===== src/hw/rtl/flapdf_pkg.sv =====
// flapdf_pkg: shared types and constants for the frame deframer
// used by flap_frame_deframer_core; no dependencies
package flapdf_pkg;

  typedef enum logic [2:0] {
    PH_MARKER,
    PH_CHANNEL,
    PH_SEQ_HI,
    PH_SEQ_LO,
    PH_LEN_HI,
    PH_LEN_LO,
    PH_PAYLOAD
  } phase_t;

  localparam logic [1:0]  KIND_PAYLOAD    = 2'd0;
  localparam logic [1:0]  KIND_EMPTY      = 2'd1;
  localparam logic [1:0]  KIND_BAD_MARKER = 2'd2;

  localparam logic [7:0]  START_MARKER    = 8'h2a;
  localparam logic [7:0]  VERSION_CHANNEL = 8'h01;
  localparam logic [31:0] VERSION_VALUE   = 32'h0000_0001;
  localparam logic [15:0] VERSION_BYTES   = 16'd4;

endpackage


===== src/hw/rtl/flap_frame_deframer_core.sv =====
// flap_frame_deframer_core: byte stream deframer, header parse and version check
// depends on flapdf_pkg

// Takes one received byte per cycle and gives at most one result word per byte,
// in the next cycle, from a result register. A byte is taken in every cycle unless
// a result is waiting and the output side stalls, so without stalls the rate is one
// byte per cycle. Frames carry a six-byte header (marker 0x2a, channel, 16-bit
// sequence, 16-bit length, big-endian) followed by the payload. A bad marker
// gives an error word and closes the block; on channel 1 the first four
// payload bytes must be version 1, else the block closes at the end of the
// frame. Once closed, bytes are taken and dropped until reset.
module flap_frame_deframer_core
  import flapdf_pkg::*;
(
  input  logic        clk,
  input  logic        rst_n,
  input  logic        in_valid,
  output logic        in_stall,
  input  logic [7:0]  in_rx_byte,
  output logic        out_valid,
  input  logic        out_stall,
  output logic [1:0]  out_kind,
  output logic [7:0]  out_data_byte,
  output logic [7:0]  out_channel,
  output logic [15:0] out_sequence_res,
  output logic [15:0] out_frame_length,
  output logic [15:0] out_byte_index,
  output logic        out_last_of_frame,
  output logic        out_version_ok,
  output logic        out_connected
);

  phase_t      phase_r, phase_nxt;
  logic [7:0]  chan_r, chan_nxt;
  logic [15:0] seq_r, seq_nxt;
  logic [15:0] len_r, len_nxt;
  logic [15:0] offset_r, offset_nxt;
  logic [31:0] vword_r, vword_nxt;
  logic        link_up_r, link_up_nxt;
  logic        closed_r, closed_nxt;

  logic        out_valid_r, out_valid_nxt;
  logic [1:0]  kind_r, kind_nxt;
  logic [7:0]  data_r, data_nxt;
  logic [15:0] index_r, index_nxt;
  logic        last_r, last_nxt;
  logic        vok_r, vok_nxt;
  logic [7:0]  ochan_r;
  logic [15:0] oseq_r, olen_r;
  logic        oconn_r;

  logic        in_acc;
  logic        produce;
  logic        fin;
  logic        vok;
  logic [16:0] idx_plus;

  assign in_stall = out_valid_r & out_stall;
  assign in_acc   = in_valid & ~in_stall;
  assign idx_plus = {1'b0, offset_r} + 17'd1;

  always_comb begin
    phase_nxt   = phase_r;
    chan_nxt    = chan_r;
    seq_nxt     = seq_r;
    len_nxt     = len_r;
    offset_nxt  = offset_r;
    vword_nxt   = vword_r;
    link_up_nxt = link_up_r;
    closed_nxt  = closed_r;
    produce     = 1'b0;
    fin         = 1'b0;
    kind_nxt    = KIND_PAYLOAD;
    data_nxt    = '0;
    index_nxt   = '0;
    last_nxt    = 1'b0;
    if (!closed_r) begin
      case (phase_r)
        PH_MARKER: begin
          if (in_rx_byte != START_MARKER) begin
            chan_nxt   = '0;
            seq_nxt    = '0;
            len_nxt    = '0;
            closed_nxt = 1'b1;
            produce    = 1'b1;
            kind_nxt   = KIND_BAD_MARKER;
          end else begin
            phase_nxt = PH_CHANNEL;
          end
        end
        PH_CHANNEL: begin
          chan_nxt  = in_rx_byte;
          phase_nxt = PH_SEQ_HI;
        end
        PH_SEQ_HI: begin
          seq_nxt   = {in_rx_byte, 8'd0};
          phase_nxt = PH_SEQ_LO;
        end
        PH_SEQ_LO: begin
          seq_nxt   = {seq_r[15:8], in_rx_byte};
          phase_nxt = PH_LEN_HI;
        end
        PH_LEN_HI: begin
          len_nxt   = {in_rx_byte, 8'd0};
          phase_nxt = PH_LEN_LO;
        end
        PH_LEN_LO: begin
          len_nxt    = {len_r[15:8], in_rx_byte};
          offset_nxt = '0;
          vword_nxt  = '0;
          if (len_nxt == 16'd0) begin
            fin      = 1'b1;
            produce  = 1'b1;
            kind_nxt = KIND_EMPTY;
            last_nxt = 1'b1;
          end else begin
            phase_nxt = PH_PAYLOAD;
          end
        end
        PH_PAYLOAD: begin
          // first four payload bytes build the version word
          if (offset_r < VERSION_BYTES) begin
            vword_nxt = {vword_r[23:0], in_rx_byte};
          end
          offset_nxt = idx_plus[15:0];
          last_nxt   = idx_plus >= {1'b0, len_r};
          fin        = last_nxt;
          produce    = 1'b1;
          kind_nxt   = KIND_PAYLOAD;
          data_nxt   = in_rx_byte;
          index_nxt  = offset_r;
        end
        default: begin
          phase_nxt = PH_MARKER;
        end
      endcase
    end

    // end of frame: version check on the version channel
    vok = 1'b0;
    if (fin) begin
      phase_nxt = PH_MARKER;
      if (chan_nxt == VERSION_CHANNEL) begin
        vok = (len_nxt >= VERSION_BYTES) && (vword_nxt == VERSION_VALUE);
        if (vok) begin
          link_up_nxt = 1'b1;
        end else begin
          closed_nxt = 1'b1;
        end
      end
    end
    vok_nxt = vok;

    if (in_acc) begin
      out_valid_nxt = produce;
    end else if (!out_stall) begin
      out_valid_nxt = 1'b0;
    end else begin
      out_valid_nxt = out_valid_r;
    end
  end

  always_ff @(posedge clk) begin
    if (!rst_n) begin
      phase_r     <= PH_MARKER;
      chan_r      <= '0;
      seq_r       <= '0;
      len_r       <= '0;
      offset_r    <= '0;
      vword_r     <= '0;
      link_up_r   <= 1'b0;
      closed_r    <= 1'b0;
      out_valid_r <= 1'b0;
    end else begin
      out_valid_r <= out_valid_nxt;
      if (in_acc) begin
        phase_r   <= phase_nxt;
        chan_r    <= chan_nxt;
        seq_r     <= seq_nxt;
        len_r     <= len_nxt;
        offset_r  <= offset_nxt;
        vword_r   <= vword_nxt;
        link_up_r <= link_up_nxt;
        closed_r  <= closed_nxt;
      end
    end
  end

  // result payload register, loaded only with a new result
  always_ff @(posedge clk) begin
    if (in_acc && produce) begin
      kind_r  <= kind_nxt;
      data_r  <= data_nxt;
      index_r <= index_nxt;
      last_r  <= last_nxt;
      vok_r   <= vok_nxt;
      ochan_r <= chan_nxt;
      oseq_r  <= seq_nxt;
      olen_r  <= len_nxt;
      oconn_r <= link_up_nxt;
    end
  end

  assign out_valid         = out_valid_r;
  assign out_kind          = kind_r;
  assign out_data_byte     = data_r;
  assign out_channel       = ochan_r;
  assign out_sequence_res  = oseq_r;
  assign out_frame_length  = olen_r;
  assign out_byte_index    = index_r;
  assign out_last_of_frame = last_r;
  assign out_version_ok    = vok_r;
  assign out_connected     = oconn_r;

  a_closed_sticky: assert property (@(posedge clk) disable iff (!rst_n)
    closed_r |=> closed_r) else $error("closed flag dropped without reset");

  a_link_sticky: assert property (@(posedge clk) disable iff (!rst_n)
    link_up_r |=> link_up_r) else $error("connected flag dropped without reset");

  a_closed_drop: assert property (@(posedge clk) disable iff (!rst_n)
    (in_acc && closed_r) |=> !out_valid_r) else $error("result from a closed block");

  a_offset_range: assert property (@(posedge clk) disable iff (!rst_n)
    (phase_r == PH_PAYLOAD) |-> (offset_r < len_r))
    else $error("payload offset ran past frame length");

endmodule


===== config.mk =====
export PLATFORM = sky130hd
export DESIGN_NAME = flap_frame_deframer_core
export DESIGN_NICKNAME = d
export VERILOG_FILES = /design/src/hw/rtl/flapdf_pkg.sv /design/src/hw/rtl/flap_frame_deframer_core.sv
export SDC_FILE = /design/constraint.sdc
export NUM_CORES = 1
export LEC_CHECK = 0
export ABC_AREA = 1
export BUFFER_PORTS_ARGS = -buffer_cell sky130_fd_sc_hd__buf_2
export CORE_AREA = 3 3 129 131
export DETAILED_ROUTE_END_ITERATION = 8
export DIE_AREA = 0 0 132 134
export GPL_TIMING_DRIVEN = 0
export PLACE_DENSITY = 0.87
export SLEW_MARGIN = 20
export SYNTH_ARGS = -nofsm -noshare
export SYNTH_HDL_FRONTEND = slang
export SYNTH_SLANG_ARGS = --single-unit

===== constraint.sdc =====
create_clock -name clk -period 3.1 [get_ports clk]
set_input_delay 0.31 -clock clk [delete_from_list [all_inputs] [get_ports clk]]
set_output_delay 0.31 -clock clk [all_outputs]
set_load 0.02 [all_outputs]

==> flow_metrics.env <==
export IMPL_status="complete, no violations"
export IMPL_antenna_found_initial=0
export IMPL_slowest_stage="dfxtp_4"
export IMPL_numClockSinks=163
export IMPL_vias=8090
export IMPL_power_density_nw_per_um2=533
export IMPL_cpLargestDelayFamily="simple AND/OR/NAND/NOR gates"
export IMPL_grt_max_degree=55
export IMPL_critPathKind="flip-flop to flip-flop"
export IMPL_synth_seq_cells=163
export IMPL_rsz0062_at_grt="yes"
export IMPL_p_leak_nw=4.80
export IMPL_fp_row_count=46
export IMPL_worst_path_largest_cell_delay_ps=370
export IMPL_worst_slew_pin_transition_ps=705
export IMPL_synth_ff_type="dfxtp_1"
export IMPL_clk_pin_slew_ps=70
export IMPL_yosys_warnings=0
export IMPL_cts_tree="yes"
export IMPL_required_ps=3400
export IMPL_die_height_um=134
export IMPL_fill_cells=1292
export IMPL_finalMaxSlewViolations=0
export IMPL_core_area_um2=15700
export IMPL_arrival_ps=3340
export IMPL_met3_wirelength_um=2260
export IMPL_dp_hpwl_um=15800
export IMPL_cp_common_cell="nand2_1"
export IMPL_place_ws_ps=-187
export IMPL_synth_distinct_cells=41
export IMPL_path_cells="ha_4 -> nand2_4 -> nor2_4 -> nand4_1 -> nor3_2 -> nand4_1 -> nand2_1 -> o31ai_2 -> ha_1 -> nand2_2 -> nor2_2 -> nand2_1 -> nor2_1 -> nand4_1 -> nand2_1 -> nor2_2 -> nand2_2 -> nand2_4 -> nor2_4 -> nand4_4 -> nand2_1"
export IMPL_final_common_cell="nand2_1"
export IMPL_skew_ps=10.3
export IMPL_vdd_ir_drop_worst_v=0.000441
export IMPL_multiInputGateArea_um2=3660
export IMPL_ff2ff_setup_slack_ps=60
export IMPL_finalCriticalPeriod_ps=3040
export IMPL_timing_max_cap_violations=0
export IMPL_clock_path_buffers=2
export IMPL_grt_pass1_wl_um=36800
export IMPL_drc=0
export IMPL_antenna_left=0
export IMPL_critPathCaptureType="flip-flop"
export IMPL_place_congestion=0.971
export IMPL_worst_path_buf_inv=0
export IMPL_cts_root_buf="clkbuf_16"
export IMPL_drtPass1Iterations=6
export IMPL_syn_area_um2=8410
export IMPL_synth_edff_count=69
export IMPL_num_antenna_cells=0
export IMPL_hp_class="input port to flip-flop"
export IMPL_boundaryPins=83
export IMPL_seq_area_frac_synth_pct=47.0
export IMPL_finalSetupViolCount=0
export IMPL_fin_crit_sh_pct=98.0
export IMPL_relSlewSlack_pct=53.0
export IMPL_grt_overflow=0
export IMPL_cp_start_kind="flip-flop"
export IMPL_numCtsBuffers=17
export IMPL_port_buffers=81
export IMPL_synth_nets=1137
export IMPL_synthCells=1108
export IMPL_route_met2_wl_um=11300
export IMPL_drt_wirelength_per_cell_um=16.1
export IMPL_highest_layer="met4"
export IMPL_grt_pass1_vias=7606
export IMPL_fmax_mhz=329
export IMPL_vias_per_cell=5.58
export IMPL_final_seq_area_um2=3970
export IMPL_drive_above_1_share_pct=17.7
export IMPL_nNetsFinal=1251
export IMPL_syn_to_final_growth_pct=19.2
export IMPL_wl_met1_um=8740
export IMPL_critPathMaxFanout=4
export IMPL_timing_final_hold_violations=0
export IMPL_detail_route_wirelength_um=23300
export IMPL_async_reset_ff_share_pct=0
export IMPL_clk_latency_ps=440
export IMPL_ctsHoldBuffers=0
export IMPL_start_util_pct=53.5
export IMPL_die_w_um=132
export IMPL_drt_initial_drc_count=1113
export IMPL_setup_ws_ps=63.0
export IMPL_syn_avg_cell_area_um2=7.59
export IMPL_track_usage_pct=25.8
export IMPL_die_area_um2=17700
export IMPL_final_cell_mix="nand2_1, inv_1, a21oi_1"
export IMPL_htree_levels=4
export IMPL_p_total_mw=5.34
[report_power, final]
group | internal [mW] | switching (mW)
clock | 1.53 | 0.839
sequential | 2.35 | 0.0475
combinational | 0.163 | 0.415
total | 4.04 | 1.30
[tightest hold or removal path, stage by stage]
cell     delay (ps)
buf_2            90
nand2_1         100
a21oi_1          80
[repair_timing]
| action | in CTS | in global routing |
|---|---|---|
| setup buffers | 8 | 5 |
| resized for setup | 13 | 29 |
| pin swaps | 9 | 23 |
| setup endpoints to repair | 8 | 8 |
[final timing paths]
path	startpoint	to	depth (start not counted)
worst max-delay path	offset_r[1]	out_connected	21
worst min-delay path	out_stall	out_valid	3
worst max register to register	offset_r[1]	out_connected	21
worst min register to register	vword_r[24]	vword_r[24]	2
[flip-flops by register name, summed over array words and instances, names as in the netlist, 2 cells and up]
signal            count
out_data_byte         8
vword_r              32
chan_r                8
offset_r             16
out_frame_length     16
phase_r               3
out_byte_index       16
out_sequence_res     16
seq_r                16
out_kind              2
len_r                16
out_channel           8
[routing by layer]
layer | vias to the layer above | track usage [%]
met5 | - | 0
met4 | 0 | 12.0
met3 | 106 | 7.01
met2 | 474 | 43.9
met1 | 3690 | 30.6
li1 | 3820 | -
[kinds of logic (layout without fill, tap and decap cells)]
kind of cell | Yosys count | after routing | synth area share (%)
xor gates and xnor gates | 9 | 9 | 0.937
adders and majority gates | 17 | 17 | 2.53
and+or+nand+nor | 486 | 486 | 25.5
buffers and inverters | 229 | 356 | 11.1
DFF | 163 | 163 | 47.0
AOI/OAI and AO/OA | 204 | 204 | 13.0
[cell usage after synthesis, types with 3 or more instances]
cell | n | share of area (%)
edfxtp_1 | 69 | 25
xor2_1 | 9 | 0.94
a211oi_1 | 5 | 0.45
ha_1 | 17 | 2.5
o211ai_1 | 6 | 0.54
o22ai_1 | 18 | 1.3
nor3_1 | 9 | 0.54
or2_1 | 3 | 0.22
nand2_1 | 275 | 12
a21oi_1 | 105 | 6.2
o21ai_0 | 60 | 3.6
nand3_1 | 51 | 3.0
dfxtp_1 | 94 | 22
buf_2 | 12 | 0.71
nand3_2 | 7 | 0.83
nor2_4 | 4 | 0.54
inv_2 | 8 | 0.36
nor2_2 | 11 | 0.82
nand2_2 | 6 | 0.45
inv_1 | 171 | 7.6
nor2_1 | 87 | 3.9
nand2_4 | 4 | 0.54
nand4_1 | 20 | 1.5
buf_6 | 7 | 0.94
clkbuf_1 | 26 | 1.2
o21ai_1 | 3 | 0.18
[layout make-up]
type	count	area share (%)
clock inverter	9	2.02
timing repair buffer	95	5.29
tap	216	2.70
inverter	181	6.80
clock buffer	23	4.57
multi-input combinational	716	36.5
buffer	48	2.55
sequential	163	39.5
[stage by stage]
step / TNS [ps] / instances / instance area [um^2] / hold WS, ps / util [%]
CTS: 0 / 1446 / 9880 / 186 / 62.9
global route: -1250 / 1451 / 10000 / 200 / 63.8
detailed placement: -972 / 1406 / 9120 / 456 / 58.0
floorplan: 0 / 1108 / 8410 / 444 / -
global placement: -55810 / 1405 / 9090 / 452 / 57.8
finish: 0 / 1451 / 10000 / 196 / 63.8
Note: power is estimated with default switching activity, not from simulation.
